===== src/rtl/rcpw_pkg.sv =====
// Types, constants and register codes of the RC pulse width capture unit.
package rcpw_pkg;

  localparam int unsigned NumChannels = 6;
  localparam int unsigned TimerBits   = 24;
  localparam int unsigned ChanW       = 3;
  localparam int unsigned DivW        = 16;
  localparam int unsigned SumW        = 19;
  localparam int unsigned CountW      = 3;
  localparam int unsigned ValueW      = 16;
  localparam int unsigned CfgIdxW     = 3;
  localparam int unsigned CfgDataW    = 24;

  localparam logic [TimerBits-1:0] TimerMax = {TimerBits{1'b1}};
  localparam logic [ValueW-1:0]    ValueMax = {ValueW{1'b1}};

  // Register indexes
  localparam logic [CfgIdxW-1:0] RegNormLow  = 3'd0;
  localparam logic [CfgIdxW-1:0] RegNormHigh = 3'd1;
  localparam logic [CfgIdxW-1:0] RegWideLow  = 3'd2;
  localparam logic [CfgIdxW-1:0] RegWideHigh = 3'd3;
  localparam logic [CfgIdxW-1:0] RegWideMask = 3'd4;
  localparam logic [CfgIdxW-1:0] RegAvgMask  = 3'd5;
  localparam logic [CfgIdxW-1:0] RegScaleDiv = 3'd6;
  localparam logic [CfgIdxW-1:0] RegAvgCount = 3'd7;

  // Register reset values
  localparam logic [TimerBits-1:0]   RstNormLow  = 24'd79998;
  localparam logic [TimerBits-1:0]   RstNormHigh = 24'd160002;
  localparam logic [TimerBits-1:0]   RstWideLow  = 24'd71998;
  localparam logic [TimerBits-1:0]   RstWideHigh = 24'd200002;
  localparam logic [NumChannels-1:0] RstWideMask = 6'd12;
  localparam logic [NumChannels-1:0] RstAvgMask  = 6'd58;
  localparam logic [DivW-1:0]        RstScaleDiv = 16'd800;
  localparam logic [CountW-1:0]      RstAvgCount = 3'd5;

  // Item actions
  localparam logic ActCapture  = 1'b0;
  localparam logic ActEvaluate = 1'b1;

  // Divider operand select
  localparam logic DivSelWidth = 1'b0;
  localparam logic DivSelAvg   = 1'b1;

  typedef struct packed {
    logic                 action;
    logic [ChanW-1:0]     channel;
    logic [TimerBits-1:0] capture_time;
  } in_item_t;

  typedef struct packed {
    logic [ChanW-1:0]     out_channel;
    logic [TimerBits-1:0] pulse_width;
    logic [ValueW-1:0]    channel_value;
    logic                 width_in_window;
    logic                 value_updated;
  } out_item_t;

  typedef struct packed {
    logic load;
    logic edge_upd;
    logic div_start;
    logic div_sel;
    logic direct_commit;
    logic avg_acc;
    logic avg_commit;
    logic out_load;
  } cmd_t;

  typedef struct packed {
    logic ch_ok;
    logic is_eval;
    logic in_win;
    logic avg_mode;
    logic avg_reach;
    logic div_done;
  } status_t;

endpackage


===== src/rtl/rcpw_divider.sv =====
// Restoring divider, one quotient bit per cycle.
module rcpw_divider (
  input  logic                          clk_i,
  input  logic                          rst_ni,
  input  logic                          start_i,
  input  logic [rcpw_pkg::TimerBits-1:0] dividend_i,
  input  logic [rcpw_pkg::DivW-1:0]      divisor_i,
  output logic                          done_o,
  output logic [rcpw_pkg::TimerBits-1:0] quotient_o
);

  localparam int unsigned CntW = $clog2(rcpw_pkg::TimerBits);
  localparam logic [CntW-1:0] LastStep = CntW'(rcpw_pkg::TimerBits - 1);

  logic                          busy_q, busy_d;
  logic                          done_q, done_d;
  logic [CntW-1:0]               cnt_q, cnt_d;
  logic [rcpw_pkg::DivW:0]       rem_q, rem_d;
  logic [rcpw_pkg::TimerBits-1:0] dvd_q, dvd_d;
  logic [rcpw_pkg::DivW-1:0]     dsr_q, dsr_d;
  logic [rcpw_pkg::DivW:0]       rem_shift;
  logic                          q_bit;

  always_comb begin
    rem_shift = {rem_q[rcpw_pkg::DivW-1:0], dvd_q[rcpw_pkg::TimerBits-1]};
    q_bit     = (rem_shift >= {1'b0, dsr_q});
    busy_d    = busy_q;
    done_d    = 1'b0;
    cnt_d     = cnt_q;
    rem_d     = rem_q;
    dvd_d     = dvd_q;
    dsr_d     = dsr_q;
    if (start_i) begin
      busy_d = 1'b1;
      cnt_d  = '0;
      rem_d  = '0;
      dvd_d  = dividend_i;
      dsr_d  = divisor_i;
    end else if (busy_q) begin
      rem_d = q_bit ? (rem_shift - {1'b0, dsr_q}) : rem_shift;
      dvd_d = {dvd_q[rcpw_pkg::TimerBits-2:0], q_bit};
      cnt_d = cnt_q + 1'b1;
      if (cnt_q == LastStep) begin
        busy_d = 1'b0;
        done_d = 1'b1;
      end
    end
  end

  always_ff @(posedge clk_i or negedge rst_ni) begin
    if (!rst_ni) begin
      busy_q <= 1'b0;
      done_q <= 1'b0;
      cnt_q  <= '0;
    end else begin
      busy_q <= busy_d;
      done_q <= done_d;
      cnt_q  <= cnt_d;
    end
  end

  always_ff @(posedge clk_i) begin
    rem_q <= rem_d;
    dvd_q <= dvd_d;
    dsr_q <= dsr_d;
  end

  assign done_o     = done_q;
  assign quotient_o = dvd_q;

endmodule


===== src/rtl/rcpw_datapath.sv =====
// Datapath: configuration, per-channel state, window check, divider and result register.
module rcpw_datapath (
  input  logic                          clk_i,
  input  logic                          rst_ni,
  input  rcpw_pkg::in_item_t            in_data_i,
  input  logic                          cfg_valid_i,
  input  logic [rcpw_pkg::CfgIdxW-1:0]  cfg_index_i,
  input  logic [rcpw_pkg::CfgDataW-1:0] cfg_data_i,
  input  rcpw_pkg::cmd_t                cmd_i,
  output rcpw_pkg::status_t             status_o,
  output rcpw_pkg::out_item_t           out_data_o
);

  localparam int unsigned NCh = rcpw_pkg::NumChannels;
  localparam int unsigned TW  = rcpw_pkg::TimerBits;

  // Configuration registers
  logic [TW-1:0]                    norm_lo_q, norm_hi_q, wide_lo_q, wide_hi_q;
  logic [NCh-1:0]                   wide_mask_q, avg_mask_q;
  logic [rcpw_pkg::DivW-1:0]        scale_div_q;
  logic [rcpw_pkg::CountW-1:0]      avg_count_q;

  // Per-channel state
  logic [NCh-1:0]                   phase_q;
  logic [TW-1:0]                    start_q [NCh];
  logic [TW-1:0]                    width_q [NCh];
  logic [rcpw_pkg::SumW-1:0]        sum_q   [NCh];
  logic [rcpw_pkg::CountW-1:0]      count_q [NCh];
  logic [rcpw_pkg::ValueW-1:0]      value_q [NCh];

  // Item being worked on
  logic                             act_q;
  logic [rcpw_pkg::ChanW-1:0]       ch_q;
  logic [TW-1:0]                    cap_q;
  logic                             updated_q;
  rcpw_pkg::out_item_t              out_q;

  logic                             ch_ok;
  logic [TW-1:0]                    cur_width, cur_start, new_width, win_lo, win_hi;
  logic [rcpw_pkg::SumW-1:0]        cur_sum;
  logic [rcpw_pkg::CountW-1:0]      cur_count, avg_n;
  logic [rcpw_pkg::ValueW-1:0]      cur_value, q_sat;
  logic                             wide_sel, avg_sel, in_win;
  logic                             div_done;
  logic [TW-1:0]                    div_dividend, div_quot;
  logic [rcpw_pkg::DivW-1:0]        div_divisor;

  assign ch_ok = (ch_q < rcpw_pkg::ChanW'(NCh));

  always_comb begin
    cur_width = ch_ok ? width_q[ch_q] : '0;
    cur_start = ch_ok ? start_q[ch_q] : '0;
    cur_sum   = ch_ok ? sum_q[ch_q]   : '0;
    cur_count = ch_ok ? count_q[ch_q] : '0;
    cur_value = ch_ok ? value_q[ch_q] : '0;
    wide_sel  = ch_ok && wide_mask_q[ch_q];
    avg_sel   = ch_ok && avg_mask_q[ch_q];
    win_lo    = wide_sel ? wide_lo_q : norm_lo_q;
    win_hi    = wide_sel ? wide_hi_q : norm_hi_q;
    in_win    = ch_ok && (cur_width > win_lo) && (cur_width < win_hi);
    // wrap case: timer rolled over between the start and end captures
    new_width = (cap_q > cur_start) ? (cap_q - cur_start)
                                    : TW'((rcpw_pkg::TimerMax - cur_start) + cap_q);
    avg_n     = (avg_count_q == '0) ? rcpw_pkg::CountW'(1) : avg_count_q;
    q_sat     = (|div_quot[TW-1:rcpw_pkg::ValueW]) ? rcpw_pkg::ValueMax
                                                   : div_quot[rcpw_pkg::ValueW-1:0];
    div_dividend = (cmd_i.div_sel == rcpw_pkg::DivSelAvg)
                   ? TW'(cur_sum) : cur_width;
    div_divisor  = (cmd_i.div_sel == rcpw_pkg::DivSelAvg)
                   ? rcpw_pkg::DivW'(avg_n) : scale_div_q;
  end

  rcpw_divider u_divider (
    .clk_i      (clk_i),
    .rst_ni     (rst_ni),
    .start_i    (cmd_i.div_start),
    .dividend_i (div_dividend),
    .divisor_i  (div_divisor),
    .done_o     (div_done),
    .quotient_o (div_quot)
  );

  always_ff @(posedge clk_i or negedge rst_ni) begin
    if (!rst_ni) begin
      norm_lo_q   <= rcpw_pkg::RstNormLow;
      norm_hi_q   <= rcpw_pkg::RstNormHigh;
      wide_lo_q   <= rcpw_pkg::RstWideLow;
      wide_hi_q   <= rcpw_pkg::RstWideHigh;
      wide_mask_q <= rcpw_pkg::RstWideMask;
      avg_mask_q  <= rcpw_pkg::RstAvgMask;
      scale_div_q <= rcpw_pkg::RstScaleDiv;
      avg_count_q <= rcpw_pkg::RstAvgCount;
    end else if (cfg_valid_i) begin
      case (cfg_index_i)
        rcpw_pkg::RegNormLow:  norm_lo_q   <= cfg_data_i[TW-1:0];
        rcpw_pkg::RegNormHigh: norm_hi_q   <= cfg_data_i[TW-1:0];
        rcpw_pkg::RegWideLow:  wide_lo_q   <= cfg_data_i[TW-1:0];
        rcpw_pkg::RegWideHigh: wide_hi_q   <= cfg_data_i[TW-1:0];
        rcpw_pkg::RegWideMask: wide_mask_q <= cfg_data_i[NCh-1:0];
        rcpw_pkg::RegAvgMask:  avg_mask_q  <= cfg_data_i[NCh-1:0];
        rcpw_pkg::RegScaleDiv: scale_div_q <= cfg_data_i[rcpw_pkg::DivW-1:0];
        rcpw_pkg::RegAvgCount: avg_count_q <= cfg_data_i[rcpw_pkg::CountW-1:0];
        default: ;
      endcase
    end
  end

  always_ff @(posedge clk_i or negedge rst_ni) begin
    if (!rst_ni) begin
      phase_q   <= '0;
      updated_q <= 1'b0;
      for (int c = 0; c < NCh; c++) begin
        start_q[c] <= '0;
        width_q[c] <= '0;
        sum_q[c]   <= '0;
        count_q[c] <= '0;
        value_q[c] <= '0;
      end
    end else begin
      if (cmd_i.load) begin
        updated_q <= 1'b0;
      end
      if (ch_ok) begin
        if (cmd_i.edge_upd) begin
          if (!phase_q[ch_q]) begin
            start_q[ch_q] <= cap_q;
          end else begin
            width_q[ch_q] <= new_width;
          end
          phase_q[ch_q] <= ~phase_q[ch_q];
        end
        if (cmd_i.direct_commit) begin
          value_q[ch_q] <= q_sat;
          updated_q     <= 1'b1;
        end
        if (cmd_i.avg_acc) begin
          sum_q[ch_q]   <= rcpw_pkg::SumW'(cur_sum + rcpw_pkg::SumW'(q_sat));
          count_q[ch_q] <= cur_count + 1'b1;
        end
        if (cmd_i.avg_commit) begin
          value_q[ch_q] <= div_quot[rcpw_pkg::ValueW-1:0];
          sum_q[ch_q]   <= '0;
          count_q[ch_q] <= '0;
          updated_q     <= 1'b1;
        end
      end
    end
  end

  always_ff @(posedge clk_i) begin
    if (cmd_i.load) begin
      act_q <= in_data_i.action;
      ch_q  <= in_data_i.channel;
      cap_q <= in_data_i.capture_time;
    end
    if (cmd_i.out_load) begin
      out_q.out_channel     <= ch_q;
      out_q.pulse_width     <= cur_width;
      out_q.channel_value   <= cur_value;
      out_q.width_in_window <= in_win;
      out_q.value_updated   <= updated_q;
    end
  end

  always_comb begin
    status_o.ch_ok     = ch_ok;
    status_o.is_eval   = (act_q == rcpw_pkg::ActEvaluate);
    status_o.in_win    = in_win;
    status_o.avg_mode  = avg_sel;
    status_o.avg_reach = (cur_count >= avg_n);
    status_o.div_done  = div_done;
  end

  assign out_data_o = out_q;

endmodule


===== src/rtl/rcpw_ctrl.sv =====
// Controller state machine sequencing one item at a time.
module rcpw_ctrl (
  input  logic              clk_i,
  input  logic              rst_ni,
  input  logic              in_valid_i,
  output logic              in_ready_o,
  output logic              out_valid_o,
  input  logic              out_ready_i,
  input  rcpw_pkg::status_t status_i,
  output rcpw_pkg::cmd_t    cmd_o
);

  localparam logic [2:0] StIdle     = 3'd0;
  localparam logic [2:0] StDispatch = 3'd1;
  localparam logic [2:0] StDivWidth = 3'd2;
  localparam logic [2:0] StAvgCheck = 3'd3;
  localparam logic [2:0] StDivAvg   = 3'd4;
  localparam logic [2:0] StOut      = 3'd5;

  logic [2:0] state_q, state_d;
  logic       out_valid_q, out_valid_d;
  logic       out_free;

  assign out_free = !out_valid_q || out_ready_i;

  always_comb begin
    state_d = state_q;
    cmd_o   = '0;
    case (state_q)
      StIdle: begin
        if (in_valid_i) begin
          cmd_o.load = 1'b1;
          state_d    = StDispatch;
        end
      end
      StDispatch: begin
        if (!status_i.ch_ok) begin
          state_d = StOut;
        end else if (!status_i.is_eval) begin
          cmd_o.edge_upd = 1'b1;
          state_d        = StOut;
        end else if (!status_i.in_win) begin
          state_d = StOut;
        end else begin
          cmd_o.div_start = 1'b1;
          cmd_o.div_sel   = rcpw_pkg::DivSelWidth;
          state_d         = StDivWidth;
        end
      end
      StDivWidth: begin
        if (status_i.div_done) begin
          if (status_i.avg_mode) begin
            cmd_o.avg_acc = 1'b1;
            state_d       = StAvgCheck;
          end else begin
            cmd_o.direct_commit = 1'b1;
            state_d             = StOut;
          end
        end
      end
      StAvgCheck: begin
        if (status_i.avg_reach) begin
          cmd_o.div_start = 1'b1;
          cmd_o.div_sel   = rcpw_pkg::DivSelAvg;
          state_d         = StDivAvg;
        end else begin
          state_d = StOut;
        end
      end
      StDivAvg: begin
        cmd_o.div_sel = rcpw_pkg::DivSelAvg;
        if (status_i.div_done) begin
          cmd_o.avg_commit = 1'b1;
          state_d          = StOut;
        end
      end
      StOut: begin
        // wait until the result register can take this item's result
        if (out_free) begin
          cmd_o.out_load = 1'b1;
          state_d        = StIdle;
        end
      end
      default: begin
        state_d = StIdle;
      end
    endcase
  end

  always_comb begin
    out_valid_d = out_valid_q;
    if (cmd_o.out_load) begin
      out_valid_d = 1'b1;
    end else if (out_ready_i) begin
      out_valid_d = 1'b0;
    end
  end

  always_ff @(posedge clk_i or negedge rst_ni) begin
    if (!rst_ni) begin
      state_q     <= StIdle;
      out_valid_q <= 1'b0;
    end else begin
      state_q     <= state_d;
      out_valid_q <= out_valid_d;
    end
  end

  assign in_ready_o  = (state_q == StIdle);
  assign out_valid_o = out_valid_q;

endmodule


===== src/rtl/rc_pulse_width_capture_unit.sv =====
// Top level of the six-channel RC pulse width capture unit.
//
//   channel | signals                                   | direction
//   --------+-------------------------------------------+----------
//   in      | in_valid_i, in_ready_o, in_data_i         | item in
//   out     | out_valid_o, out_ready_i, out_data_o      | item out
//   cfg     | cfg_valid_i, cfg_ready_o, cfg_index_i/_data_i | register write
//
// An edge item, an item with an invalid channel or an evaluate outside the window
// goes straight to the result; a direct evaluate or an averaged sample that does not
// complete the average takes one division, and a completed average takes two. The
// shared 24-step divider (one quotient bit per cycle) sets how long an item takes.
// Reset restores register defaults and clears every channel's state at once.
// A new item is taken while a result waits; its own result then holds until
// the output register is free.
module rc_pulse_width_capture_unit (
  input  logic                          clk_i,
  input  logic                          rst_ni,
  input  logic                          in_valid_i,
  output logic                          in_ready_o,
  input  rcpw_pkg::in_item_t            in_data_i,
  output logic                          out_valid_o,
  input  logic                          out_ready_i,
  output rcpw_pkg::out_item_t           out_data_o,
  input  logic                          cfg_valid_i,
  output logic                          cfg_ready_o,
  input  logic [rcpw_pkg::CfgIdxW-1:0]  cfg_index_i,
  input  logic [rcpw_pkg::CfgDataW-1:0] cfg_data_i
);

  rcpw_pkg::cmd_t    cmd;
  rcpw_pkg::status_t status;

  assign cfg_ready_o = 1'b1;

  rcpw_ctrl u_ctrl (
    .clk_i       (clk_i),
    .rst_ni      (rst_ni),
    .in_valid_i  (in_valid_i),
    .in_ready_o  (in_ready_o),
    .out_valid_o (out_valid_o),
    .out_ready_i (out_ready_i),
    .status_i    (status),
    .cmd_o       (cmd)
  );

  rcpw_datapath u_datapath (
    .clk_i       (clk_i),
    .rst_ni      (rst_ni),
    .in_data_i   (in_data_i),
    .cfg_valid_i (cfg_valid_i),
    .cfg_index_i (cfg_index_i),
    .cfg_data_i  (cfg_data_i),
    .cmd_i       (cmd),
    .status_o    (status),
    .out_data_o  (out_data_o)
  );

endmodule


===== config.mk =====
export PLATFORM = sky130hd
export DESIGN_NAME = rc_pulse_width_capture_unit
export DESIGN_NICKNAME = d
export VERILOG_FILES = /design/src/rtl/rcpw_pkg.sv /design/src/rtl/rcpw_divider.sv /design/src/rtl/rcpw_datapath.sv /design/src/rtl/rcpw_ctrl.sv /design/src/rtl/rc_pulse_width_capture_unit.sv
export SDC_FILE = /design/constraint.sdc
export NUM_CORES = 2
export LEC_CHECK = 0
export ABC_CLOCK_PERIOD_IN_PS = 9100
export BUFFER_PORTS_ARGS = -buffer_cell sky130_fd_sc_hd__buf_2
export CAP_MARGIN = 20
export CORE_ASPECT_RATIO = 0.75
export CORE_MARGIN = 2
export CORE_UTILIZATION = 55
export CTS_CLUSTER_DIAMETER = 200
export DETAILED_ROUTE_END_ITERATION = 10
export GPL_TIMING_DRIVEN = 0
export PLACE_DENSITY = 0.68
export SLEW_MARGIN = 20
export SYNTH_ARGS = -nofsm -noshare
export SYNTH_HDL_FRONTEND = slang
export SYNTH_SLANG_ARGS = --single-unit

===== constraint.sdc =====
create_clock -name clk_i -period 9.1 [get_ports clk_i]
set_input_delay 1.82 -clock clk_i [delete_from_list [all_inputs] [get_ports clk_i]]
set_output_delay 1.82 -clock clk_i [all_outputs]
set_load 0.1 [all_outputs]

==> run metrics <==
status=finished clean; Starting Density=55.8%; Period minus WS final=around 7900 ps; Max transition margin=about a fifth; CTS buffer count=77; clock buffer depth=3; I/O pin cnt=108; Synth Flop Type=dfrtp_1; Die ar.=68,700 um2; number of synthesized flops with an enable pin=113; Placer Congestion=between 0.9 and 1; Final Util=62.4%; TritonCTS clock tree=yes; top layer reached by signal wires=met4; sequential share of the synthesized area=55.5%; max-cap violation count=0; Post-CTS Setup Inserts=0; clock latency on the worst-skew pair=640 ps; Antenna Nets Post-Route=0; crit-path max FO=24; Die Y=227 um; DR WL met2=49,500 um; Synth Instances=3,166; Root Buffer=clkbuf_16; Die W=302 um; Remaining DRCs=0; drt wl/cell=26.4 um; HPWL after detailed placement=between 70,000 and 80,000 um; CP Capture Type=flip-flop; overflow left after global routing=0; maximum VDD drop=0.126 mV; Placeable Area=65,600 um2; wl on met1=47,600 um; Power, Total=about 0.0074 W; vias per cell=roughly 6.5; total number of vias=about 28k; Cell Pwr Density=180 nW/um2; fillers=5,161; Fin. Hold Viols=0; Warnings, synthesis=0; Final Cycle Share=87.4%; cell family with most CP delay=buffers and inverters; Total Wirelength=113,000 um; non-filler cells, final=4,294; RSZ-0062 raised after global routing=no; Worst Path Buf+Inv=8; clock sink count=790; WL met3=12,800 um; fmax=about 130 MHz; skew final=26.4 ps; Max H-tree Level=3; Detailed Route Iter0 Violations=a little over 3k; Layout area overhead=11.8%; Slowest-stage cell, CP=clkbuf_1; synthesized area per cell=11.6 um2; IO Port Bufs=103; Synth Register Bits=790; placed cells=4,148; Setup-failing EPs final=0; CP cell instances=buf_2 > nor3_1 > clkbuf_1 > buf_1 > clkbuf_1 > clkbuf_1 > a22oi_1 > nand3_1 > ha_1 > a21o_1 > a21o_1 > nand3_1 > clkinv_1 > nor2_1 > buf_2 > buf_1 > nand2_2; Tot GR Track Use=33.3%; first-pass GRT wire length=between 150,000 and 200,000 um; row count=81; Least-Margin Pin Slew=1180 ps; Syn Nets=3,339; number of antenna violations at the first check in global routing=4; largest net degree at the start of global routing=109; clk slew on worst S/H paths=70 ps; CP dominant cell by count=clkbuf_1; CP Launch Type=flip-flop; fraction of layout cells with a size suffix above 1=19.8%; post-CTS sizing=0; number of global-route vias before repair=27.6k; Critical Path Max Stage Delay=830 ps; hold buffer count at CTS=0; asr flop ratio synth=83.7%; Netlist cell types=97; CP Class=reg -> reg; Hold Path Class=reg -> reg; First-pass DRT Iterations=6; Pleak=18.6 nW; mapped cell area=roughly 37,000 um2; Required @ worst endpoint=9310 ps; Max Slew Vio Count=0; Arr. time, crit path=8160 ps; post-layout net count=3,530
==> metal layers <==
layer / track usage, % / vias up
met1: 47.9 / 14100
met5: 0 / -
li1: - / 12100
met3: 8.60 / 256
met2: 49.4 / 1519
met4: 10.9 / 0
==> cell usage after synthesis (20+ instances only) <==
cell type,count,area share [%]
nor2_1,76,0.78
xnor2_1,26,0.62
edfxtp_1,113,9.3
nand4_1,24,0.41
nand3_1,84,1.1
o21ai_1,43,0.59
buf_2,56,0.77
a221o_1,41,1.1
buf_1,24,0.25
a221oi_1,29,0.69
inv_1,52,0.53
mux2i_1,57,1.6
a21o_1,21,0.43
mux2_2,266,8.2
nor3_1,20,0.27
a21oi_1,62,0.85
a22o_1,127,3.0
ha_1,109,3.7
nand2_1,394,4.0
dfrtp_1,618,42
and2_1,38,0.65
o21ai_0,275,3.8
a22oi_1,189,3.9
clkbuf_1,111,1.1
dfstp_2,43,3.1
==> power by group <==
group | leakage, nW | switching, W | total [W] | internal, W
sequential | 10.1 | 0.0000639 | 0.00379 | 0.00373
combinational | 7.35 | 0.000209 | 0.000397 | 0.000188
clock | 1.23 | 0.00140 | 0.00318 | 0.00179
total | 18.6 | 0.00167 | 0.00737 | 0.00570
==> cell usage in the layout, fill, tap and decap left out, types with 26 or more instances in the layout <==
cell / n
a21oi_1: 62
a22oi_1: 189
o21ai_1: 43
xnor2_1: 26
buf_2: 158
ha_1: 109
nand2_1: 393
a22o_1: 127
edfxtp_1: 113
a221oi_1: 29
nand3_1: 84
o21ai_0: 275
and2_1: 37
mux2i_1: 57
nor2_1: 76
mux2_2: 266
dfstp_2: 43
dfrtp_1: 618
a221o_1: 41
inv_1: 52
clkbuf_1: 133
clkbuf_16: 80
==> path summary, 6_finish.rpt <==
| check | from | to | slack, ps | depth (start not counted) |
|---|---|---|---|---|
| max reg2reg | u_datapath.ch_q[1]$_DFFE_PP_ | u_datapath.u_divider.quotient_o[13]$_DFFE_PP_ | 1150 | 17 |
| min reg2reg | u_datapath.width_q[72]$_DFFE_PN0P_ | u_datapath.width_q[72]$_DFFE_PN0P_ | 480 | 2 |
| min in group asynchronous | rst_ni | asynchronous set/reset pin | 1110 | 1 |
| max | u_datapath.ch_q[1]$_DFFE_PP_ | u_datapath.u_divider.quotient_o[13]$_DFFE_PP_ | 1150 | 17 |
| max in group asynchronous | rst_ni | u_datapath.width_q[15]$_DFFE_PN0P_ | 6160 | 4 |
| min | u_datapath.width_q[72]$_DFFE_PN0P_ | u_datapath.width_q[72]$_DFFE_PN0P_ | 480 | 2 |
==> layout make-up <==
type	count	area, um2	area share [%]
inverters	54	203	0.495
clock buffers	115	2260	5.53
repair buffers	112	753	1.84
well taps	871	1090	2.66
diodes	1	2.50	0.00611
flip-flops and latches	790	20300	49.6
multi-input cells	2127	15300	37.4
clock inverters	29	211	0.516
plain buffers	195	818	2.00
==> worst register-to-register path: cells and delay by family, from the launching register on <==
family	cells	cell delay, ps
buffers and inverters	8	4350
and+or+nand+nor	5	1830
adders and majority gates	1	280
AOI/OAI and AO/OA	3	570
DFF	1	500
==> kinds of logic after synthesis <==
kind of cell    synth area share, %
mux                            9.89
flops                          55.5
buf+inv                        2.79
compound gates                 17.3
other cells                  0.0102
simple gates                   9.26
fa+ha+maj                      3.94
xor+xnor                       1.34
==> stage by stage <==
| stage | setup TNS, ps | hold WS (ps) | cell area, um2 | worst slack, ps |
|---|---|---|---|---|
| final | 0 | 478 | 40900 | 1150 |
| after global routing | 0 | 494 | 40900 | 972 |
| after CTS | 0 | 483 | 40900 | 962 |
| after detailed placement | 0 | 470 | 38400 | 985 |
| after global placement | -4210630 | 443 | 38200 | -6770 |
| after floorplan | 0 | 421 | 36600 | 3970 |
(Power assumes the default switching activity.)
